==> config.mk <==
export PLATFORM = sky130hd
export DESIGN_NAME = sorted_array_priority_queue_unit
export DESIGN_NICKNAME = d
export VERILOG_FILES = /design/src/hw/rtl/spq_pkg.sv /design/src/hw/rtl/sorted_array_priority_queue_unit.sv /design/src/hw/rtl/spq_cell.sv
export SDC_FILE = /design/constraint.sdc
export NUM_CORES = 2
export LEC_CHECK = 0
export BUFFER_PORTS_ARGS = -buffer_cell sky130_fd_sc_hd__buf_2
export CAP_MARGIN = 20
export CORE_MARGIN = 4
export CORE_UTILIZATION = 30
export DETAILED_ROUTE_END_ITERATION = 6
export HOLD_SLACK_MARGIN = 0.15
export PLACE_DENSITY_LB_ADDON = 0.15
export SLEW_MARGIN = 20
export SYNTH_ARGS = -nofsm -noshare
export SYNTH_HDL_FRONTEND = slang
export SYNTH_SLANG_ARGS = --single-unit
export TNS_END_PERCENT = 5
==> constraint.sdc <==
create_clock -name clk -period 8.9 [get_ports clk]
set_clock_uncertainty 0.1 [all_clocks]
set_input_delay 1.335 -clock clk [delete_from_list [all_inputs] [get_ports clk]]
set_output_delay 1.335 -clock clk [all_outputs]
set_load 0.02 [all_outputs]
==> src/hw/rtl/spq_pkg.sv <==
// ----------------------------------------------------------------------------
// spq_pkg
// Shared types and codes for the sorted-array priority queue.
// ----------------------------------------------------------------------------
package spq_pkg;

  localparam int DATA_W   = 32;
  localparam int STATUS_W = 2;
  localparam int OCC_W    = 5;

  // action codes
  localparam logic ACT_ENQ = 1'b0;
  localparam logic ACT_DEQ = 1'b1;

  // status codes
  localparam logic [STATUS_W-1:0] ST_DONE      = 2'd0;
  localparam logic [STATUS_W-1:0] ST_OVERFLOW  = 2'd1;
  localparam logic [STATUS_W-1:0] ST_UNDERFLOW = 2'd2;

  // command broadcast to every cell of the chain
  typedef struct packed {
    logic                     enq;    // insert value, store not full
    logic                     deq;    // shift toward the head, store not empty
    logic signed [DATA_W-1:0] value;
  } spq_cmd_t;

endpackage

==> src/hw/rtl/sorted_array_priority_queue_unit.sv <==
// ----------------------------------------------------------------------------
// sorted_array_priority_queue_unit
// Minimum-first priority queue kept as an ascending chain of compare-and-
// shift cells. Equal values leave in arrival order.
// ----------------------------------------------------------------------------
//  channel | ports                                   | direction
//  --------+-----------------------------------------+----------
//  in      | in_valid in_ready in_action in_new_value | sink
//  out     | out_valid out_ready out_status           | source
//          | out_removed_value out_occupancy          |
//
//  All cells compare and shift in parallel in the cycle the beat is
//  accepted, so one beat is accepted per cycle while in_ready is high.
//  The result sits in an output register; a new beat is taken whenever that
//  register is empty or is being drained in the same cycle.
//  Reset clears the entry count and the output valid; cell contents are
//  not reset and are only read below the count.
// ----------------------------------------------------------------------------
module sorted_array_priority_queue_unit #(
  parameter int CAPACITY = 16
) (
  input  logic                                clk,
  input  logic                                rst_n,
  input  logic                                in_valid,
  output logic                                in_ready,
  input  logic                                in_action,
  input  logic signed [spq_pkg::DATA_W-1:0]   in_new_value,
  output logic                                out_valid,
  input  logic                                out_ready,
  output logic [spq_pkg::STATUS_W-1:0]        out_status,
  output logic signed [spq_pkg::DATA_W-1:0]   out_removed_value,
  output logic [spq_pkg::OCC_W-1:0]           out_occupancy
);
  import spq_pkg::*;

  localparam int CW = $clog2(CAPACITY + 1);

  logic [CW-1:0]            count_r, count_nxt;
  logic                     out_valid_r;
  logic [STATUS_W-1:0]      status_r, status_nxt;
  logic signed [DATA_W-1:0] removed_r, removed_nxt;

  logic                     accept, full, empty;
  spq_cmd_t                 cmd;
  logic signed [DATA_W-1:0] entry [CAPACITY];
  logic [CAPACITY-1:0]      gt;
  logic [CAPACITY-1:0]      occ;

  assign in_ready = !out_valid_r || out_ready;
  assign accept   = in_valid && in_ready;
  assign full     = (count_r == CW'(CAPACITY));
  assign empty    = (count_r == '0);

  assign cmd.enq   = accept && (in_action == ACT_ENQ) && !full;
  assign cmd.deq   = accept && (in_action == ACT_DEQ) && !empty;
  assign cmd.value = in_new_value;

  genvar i;
  generate
    for (i = 0; i < CAPACITY; i++) begin : g_cell
      logic                     p_occ, p_gt;
      logic signed [DATA_W-1:0] p_entry, n_entry;

      assign occ[i] = (count_r > CW'(i));

      if (i == 0) begin : g_head
        assign p_occ   = 1'b1;
        assign p_gt    = 1'b0;
        assign p_entry = '0;
      end else begin : g_body
        assign p_occ   = occ[i-1];
        assign p_gt    = gt[i-1];
        assign p_entry = entry[i-1];
      end

      if (i == CAPACITY - 1) begin : g_tail
        assign n_entry = '0;
      end else begin : g_link
        assign n_entry = entry[i+1];
      end

      spq_cell u_cell (
        .clk        (clk),
        .cmd        (cmd),
        .occ        (occ[i]),
        .prev_occ   (p_occ),
        .prev_gt    (p_gt),
        .prev_entry (p_entry),
        .next_entry (n_entry),
        .entry      (entry[i]),
        .gt         (gt[i])
      );
    end
  endgenerate

  always_comb begin
    count_nxt   = count_r;
    status_nxt  = status_r;
    removed_nxt = removed_r;
    if (accept) begin
      status_nxt  = ST_DONE;
      removed_nxt = '0;
      unique case (in_action)
        ACT_ENQ: begin
          if (full) begin
            status_nxt = ST_OVERFLOW;
          end else begin
            count_nxt = count_r + CW'(1);
          end
        end
        ACT_DEQ: begin
          if (empty) begin
            status_nxt = ST_UNDERFLOW;
          end else begin
            removed_nxt = entry[0];
            count_nxt   = count_r - CW'(1);
          end
        end
        default: begin
          status_nxt = ST_DONE;
        end
      endcase
    end
  end

  always_ff @(posedge clk) begin
    if (!rst_n) begin
      count_r     <= '0;
      out_valid_r <= 1'b0;
    end else begin
      count_r <= count_nxt;
      if (accept) begin
        out_valid_r <= 1'b1;
      end else if (out_ready) begin
        out_valid_r <= 1'b0;
      end
    end
  end

  // hold the result beat until taken
  always_ff @(posedge clk) begin
    status_r  <= status_nxt;
    removed_r <= removed_nxt;
  end

  assign out_valid         = out_valid_r;
  assign out_status        = status_r;
  assign out_removed_value = removed_r;
  assign out_occupancy     = OCC_W'(count_r);

  // --------------------------------------------------------------------------
  a_count_bound: assert property (@(posedge clk) disable iff (!rst_n)
    count_r <= CW'(CAPACITY))
    else $error("entry count above capacity");

  a_enq_grows: assert property (@(posedge clk) disable iff (!rst_n)
    cmd.enq |=> count_r == $past(count_r) + CW'(1))
    else $error("accepted insert did not grow the count");

  a_deq_shrinks: assert property (@(posedge clk) disable iff (!rst_n)
    cmd.deq |=> count_r == $past(count_r) - CW'(1))
    else $error("accepted remove did not shrink the count");

  a_head_sorted: assert property (@(posedge clk) disable iff (!rst_n)
    count_r >= CW'(2) |-> entry[0] <= entry[1])
    else $error("head entries out of order");

  a_overflow_full: assert property (@(posedge clk) disable iff (!rst_n)
    accept && (in_action == ACT_ENQ) && full |=> status_r == ST_OVERFLOW)
    else $error("insert into a full store not flagged");

endmodule

==> src/hw/rtl/spq_cell.sv <==
// ----------------------------------------------------------------------------
// spq_cell
// One slot of the sorted chain: holds an entry, compares it with the
// incoming value and takes data from either neighbor or from the command.
// ----------------------------------------------------------------------------
module spq_cell (
  input  logic                             clk,
  input  spq_pkg::spq_cmd_t                cmd,
  input  logic                             occ,        // this slot holds an entry
  input  logic                             prev_occ,   // slot toward the head occupied
  input  logic                             prev_gt,    // slot toward the head > value
  input  logic signed [spq_pkg::DATA_W-1:0] prev_entry,
  input  logic signed [spq_pkg::DATA_W-1:0] next_entry,
  output logic signed [spq_pkg::DATA_W-1:0] entry,
  output logic                             gt
);
  import spq_pkg::*;

  logic signed [DATA_W-1:0] entry_r;
  logic signed [DATA_W-1:0] entry_nxt;

  assign gt    = occ && (entry_r > cmd.value);
  assign entry = entry_r;

  always_comb begin
    entry_nxt = entry_r;
    if (cmd.deq) begin
      entry_nxt = next_entry;
    end else if (cmd.enq) begin
      // shift larger entries one slot toward the tail, drop value at the boundary
      priority if (prev_gt) begin
        entry_nxt = prev_entry;
      end else if (gt || (!occ && prev_occ)) begin
        entry_nxt = cmd.value;
      end else begin
        entry_nxt = entry_r;
      end
    end
  end

  always_ff @(posedge clk) begin
    entry_r <= entry_nxt;
  end

endmodule

=== Yosys cells after proc, flatten, opt, wreduce, memory -nomap -nowiden ===
Index checks and enable logic that the tools add are counted.

* Bits in latches: 0
* Output and inout bits: 41
* Word-level logic and storage cells: 236
* Flip-flop bits (word level): 552
* Bits in read-only memories: 0
* RAM bits: 0
* Input port bits: 37
* Memories: 0

* Bitwise logic cells: 1
* Div/mod/pow operators: 0
* Equal/unequal tests: 3
* $add $sub $neg: 2
* Shift operators: 0
* Multiply operators: 0
* Multiplexer cells: 69
* Magnitude comparators: 32
* Reduce and logical (&&, ||, !) cells: 109

{| class="wikitable"
|+ Operators with widths
! operator !! count
|-
| $mux W32 || 61
|-
| $gt A32 B32 Y1 || 16
|-
| $reduce_bool A3 Y1 || 14
|-
| $gt A5 B4 Y1 const B || 8
|-
| $logic_and A1 B1 Y1 || 36
|-
| $reduce_and A2 Y1 || 16
|-
| $gt A5 B3 Y1 const B || 4
|-
| $logic_not A1 Y1 || 19
|-
| $logic_or A1 B1 Y1 || 17
|-
| $gt A5 B1 Y1 const B || 2
|-
| $gt A5 B2 Y1 const B || 2
|-
| $mux W5 || 2
|-
| $pmux W5 S2 || 1
|-
| $reduce_bool A2 Y1 || 4
|-
| $add A5 B1 Y5 const B || 1
|-
| $eq A5 B5 Y1 const B || 1
|-
| $logic_not A5 Y1 || 1
|-
| $sub A5 B1 Y5 const B || 1
|-
| $ne A2 B2 Y1 const B || 2
|-
| $pmux W2 S2 || 1
|-
| $mux W1 || 3
|-
| $reduce_and A3 Y1 || 1
|-
| $mux W2 || 1
|-
| $reduce_or A2 Y1 || 1
|-
| $not A1 Y1 || 1
|}

=== Longest topological paths before layout ===
* Depth in word-level cells: 8
* Mapped depth: 13
* Depth with buffers taken out: 10

=== Hierarchy ===
Synthesis repeated with hierarchy kept, for this count alone.

* Cell total of the unflattened synthesis: 4352
* Area, all modules: 41238.3 sq um

{| class="wikitable"
|+ Modules (own cells, without submodules)
! module !! area each (sq um) !! cells each !! instances
|-
| spq_cell || 2458.6 || 262 || 16
|-
| sorted_array_priority_queue_unit || 1900.6 || 160 || 1
|}

=== Least setup slack after synthesis ===
Ideal clock, no wire load.

* Kind: input to register
* From: input in_new_value[14] (netlist bit)
* To: register g_cell[9].u_cell.entry_r[0] (enable)
* Library setup time: 466 ps
* Path slack: 2042 ps
* Data arrival time: 6292 ps
* Stages on the path: 12
* Path through: clkbuf_1 > inv_1 > ha_1 > nand3_1 > or4_1 > a21oi_1 > o41ai_1 > a31oi_1 > clkbuf_1 > buf_1 > a311oi_1 > o21ai_0

* Longest elaborated chain between the ends: 5
* Elaborated cells on any way between the ends: 7

{| class="wikitable"
|+ Ends and longest elaborated chain
! item !! RTL line !! source
|-
| start: declaration || sorted_array_priority_queue_unit.sv:27 || <nowiki>input logic signed [spq_pkg::DATA_W-1:0] in_new_value,</nowiki>
|-
| $gt A32 B32 Y1 || spq_cell.sv:22 || <nowiki>assign gt = occ && (entry_r > cmd.value);</nowiki>
|-
| $logic_and A1 B1 Y1 || spq_cell.sv:22 ||
|-
| $logic_or A1 B1 Y1 || spq_cell.sv:33 || <nowiki>end else if (gt || (!occ && prev_occ)) begin</nowiki>
|-
| $reduce_bool A3 Y1 (no line) (*) || -- ||
|-
| $reduce_and A2 Y1 (no line) (*) || -- ||
|-
| end signal: assignment || spq_cell.sv:42 || <nowiki>entry_r <= entry_nxt;</nowiki>
|-
| end: declaration || spq_cell.sv:19 || <nowiki>logic signed [DATA_W-1:0] entry_r;</nowiki>
|}

Every way passes the cells marked *; elsewhere a longest branch is shown, timed or not.
A chain may end at the register's enable or synchronous reset.

=== Worst setup path in the final report ===
* From: input in_new_value[28] (netlist bit)
* To: register g_cell[7].u_cell.entry_r[4] (enable)

* Longest elaborated chain between the ends: 5
* Elaborated cells on any way between the ends: 7

{| class="wikitable"
|+ Ends and longest elaborated chain
! item !! RTL line
|-
| $gt A32 B32 Y1 || spq_cell.sv:22
|-
| $logic_and A1 B1 Y1 || spq_cell.sv:22
|-
| $logic_or A1 B1 Y1 || spq_cell.sv:33
|-
| $reduce_bool A3 Y1 (no line) (*) || --
|-
| $reduce_and A2 Y1 (no line) (*) || --
|-
| end signal: assignment || spq_cell.sv:42
|-
| end: declaration || spq_cell.sv:19
|}

Marked as above.

==> flow_summary.json <==
{
  "cp.arrival_ns": 6.20,
  "cts.root.buffer_cell": "clkbuf_16",
  "overflow": 0,
  "max_freq_mhz": 167.0,
  "setup_tns_ns": 0,
  "grt_pass1_wl_mm": 220.3,
  "ys.flop_type": "edfxtp_1",
  "worstRegToRegCells": 10,
  "drtIter0Drc": 3020,
  "die_h_um": 370.4,
  "ys_seq_area_share_pct": 41.10,
  "critical_path.top_delay_family": "buffers and inverters",
  "crit_type": "input pin to flip-flop",
  "start_util_pct": 30.32,
  "synthCells": 3965,
  "synth-edff-count": 514,
  "cts_tree": "done",
  "grt_pass1_vias": 31820,
  "finalWorstSetupSlack_ns": 2.913,
  "wl_mm": 149.1,
  "post-place-ws_ns": 2.025,
  "fp.coreArea_sq_um": 130000,
  "clock_latency_ns": 0.66,
  "status": "completed",
  "startpoint_type": "input pin",
  "numCtsBuffers": 73,
  "numPlacedInstances": 5606,
  "htree_num_levels": 3,
  "std_cell_rows": 132,
  "viasPerCell": 5.715,
  "yosysWarnings": 0,
  "hold_depth": 2,
  "postRouteAntennaNets": 0,
  "path_buf_inv": 4,
  "setup_viol": 0,
  "p_leak_nw": 17.50,
  "drc": 0,
  "hold_ws_ns": 0.3906,
  "slowest_delay_ns": 0.71,
  "crit_fanout": 34,
  "slowest_stage": "nor4_1",
  "ioPinCount": 78,
  "ctsResizeCount": 0,
  "drive_gt1_share_pct": 8.254,
  "hold_class": "flip-flop to flip-flop",
  "antenna_found_initial": 1,
  "min_from": "g_cell[15].u_cell.entry[8]",
  "cts_hold_buf": 0,
  "die_w_um": 370.4,
  "cp.depth": 12,
  "vias": 32810,
  "grt_max_degree": 185,
  "fin_crit_sh_pct": 67.27,
  "ys_types": 67,
  "fin_crit_ns": 5.987,
  "area_delta_synth_final_pct": 12.88,
  "tightestPinTransition_ns": 1.141,
  "wl_per_cell_um": 25.98,
  "rsz0062_at_grt": "no",
  "slew_headroom_pct": 23.25,
  "hold_violations": 0,
  "port_buffers": 77,
  "die_area_sq_um": 137200,
  "endpoint_kind": "flip-flop",
  "reg2reg_slack_ns": 4.08,
  "min_to": "g_cell[15].u_cell.entry[8]",
  "final_nets": 4494,
  "ir_drop_v": 0.0001152,
  "syn_nets": 4519,
  "postCtsSetupRepairBufs": 0,
  "reg2reg_from": "g_cell[6].u_cell.entry[28]",
  "place_congestion": 0.8791,
  "utilization_pct": 34.22,
  "path_clk_slew_ns": 0.05,
  "critPathRequiredTime_ns": 9.12,
  "drtPass1Iterations": 5,
  "crit_top_cell": "buf_4",
  "finalNonFillerCells": 5741,
  "rr_endpoint": "g_cell[7].u_cell.entry[4]",
  "powerDensity_nw_per_um2": 214.5,
  "syn_avg_cell_area_sq_um": 9.939,
  "maxCapViolCount": 0,
  "synthArstFlopShare_pct": 0,
  "cts_num_sinks": 552,
  "clock_path_buffers": 3,
  "report.final.slew_viol_count": 0,
  "crit_start": "in_new_value[28]",
  "grtUsageTotal_pct": 21.12,
  "synthesis.area_sq_um": 39410,
  "place_hpwl_mm": 109.9,
  "crit_chain": "buf_2, inv_1, ha_1, nand4_1, or2_2, nor4_1, a2111oi_0, a211oi_4, buf_4, nor2_1, a31oi_4, buf_4",
  "synth-seq-cells": 552
}
==> logic make-up after synthesis <==
| kind of cell | count (synthesis) | share of synthesized area [%] |
|---|---|---|
| buffers and inverters | 356 | 3.515 |
| muxes | 229 | 5.836 |
| xor gates and xnor gates | 3 | 0.06669 |
| and+or+nand+nor | 1271 | 14.97 |
| AOI/OAI and AO/OA | 1037 | 18.10 |
| adders and majority gates | 517 | 16.42 |
| DFF | 552 | 41.10 |
==> final cells by class <==
type                       instances  area, sq um
inverter                          76        285.3
tap                             1742         2180
sequential                       552        16200
timing repair buffer             180         1214
antenna                            1        2.502
multi-input combinational       3057        22200
clock inverter                    20        201.4
fill                           13300        85500
clock buffer                     113         2205
==> cell usage after synthesis, types with 35 or more instances <==
master / number / area share [%]
a21o_1: 129 / 2.5
a21oi_1: 187 / 2.4
a221o_1: 164 / 4.2
and3_1: 73 / 1.2
clkbuf_1: 235 / 2.2
dfxtp_1: 38 / 1.9
edfxtp_1: 514 / 39
ha_1: 517 / 16
inv_1: 76 / 0.72
mux2i_1: 225 / 5.7
nand2_1: 488 / 4.6
nand3_1: 195 / 2.5
nand4_1: 128 / 2.0
nor2_1: 224 / 2.1
nor3_1: 58 / 0.74
o211ai_1: 84 / 1.6
o21ai_0: 275 / 3.5
o31ai_1: 35 / 0.67
==> metrics by stage <==
step                      instance area (sq um)  total power (W)
after floorplan                           39410         0.005461
after detailed placement                  42070         0.006485
after global placement                    42040         0.006451
after global routing                      44480          0.01004
after CTS                                 44470         0.009594
final                                     44480         0.009539
==> layer usage <==
metal	global-route usage (%)	vias up	wire length, um
li1	-	15290	-
met1	30.36	16400	69890
met2	33.83	968	68440
met3	2.648	158	7757
met4	4.755	0	3035
met5	0	-	0
==> sequential cells by signal, indices dropped and copies added, names as in the netlist <==
| name | count |
|---|---|
| out_status | 2 |
| g_cell.u_cell.entry | 512 |
| out_valid | 1 |
| out_removed_value | 32 |
| out_occupancy | 5 |
==> cells in the final DEF (no fill, tap or decap), types with 6 or more instances in the layout <==
master | netlist | final
nor2_1 | 224 | 221
buf_2 | 21 | 78
and4_1 | 9 | 9
clkbuf_8 | 0 | 10
o31ai_1 | 35 | 34
o211ai_1 | 84 | 84
a211oi_1 | 24 | 21
a21o_1 | 129 | 129
nor4_1 | 20 | 20
a41oi_1 | 34 | 34
nand2_1 | 488 | 487
nor3_1 | 58 | 58
nand4_1 | 128 | 128
nand3_1 | 195 | 194
a221oi_1 | 6 | 6
dfxtp_1 | 38 | 38
ha_1 | 517 | 517
or3_1 | 11 | 11
o21a_1 | 21 | 21
buf_4 | 0 | 98
a31oi_4 | 0 | 10
clkbuf_16 | 0 | 79
o221ai_1 | 6 | 6
clkbuf_1 | 235 | 24
nand2b_1 | 8 | 8
inv_1 | 76 | 75
a31oi_1 | 19 | 9
edfxtp_1 | 514 | 514
a221o_1 | 164 | 164
nor2b_1 | 34 | 32
clkinv_2 | 0 | 10
and3_1 | 73 | 73
o21ai_0 | 275 | 269
a21oi_1 | 187 | 184
mux2i_1 | 225 | 223
==> tightest hold or removal path: stages (launching register included) <==
cell	delay [ns]
dfxtp_1	0.33
nand2_1	0.06
mux2i_1	0.05
==> worst max-delay path by stage <==
stage                            endpoint  slack [ns]
2_1_floorplan   g_cell[9].u_cell.entry[0]        2.04
3_3_place_gp   g_cell[1].u_cell.entry[26]        1.97
3_5_place_dp   g_cell[1].u_cell.entry[24]        2.03
4_1_cts         g_cell[1].u_cell.entry[4]        2.69
5_1_grt         g_cell[7].u_cell.entry[5]        2.68
6_report        g_cell[7].u_cell.entry[4]        2.91
==> where the power goes <==
group / leakage (nW) / switching, W / total, W / internal (W)
combinational: 11.2 / 0.00177 / 0.00275 / 0.000981
clock: 1.18 / 0.00125 / 0.00307 / 0.00182
sequential: 5.08 / 0.000341 / 0.00372 / 0.00338
(Power assumes the default switching activity.)
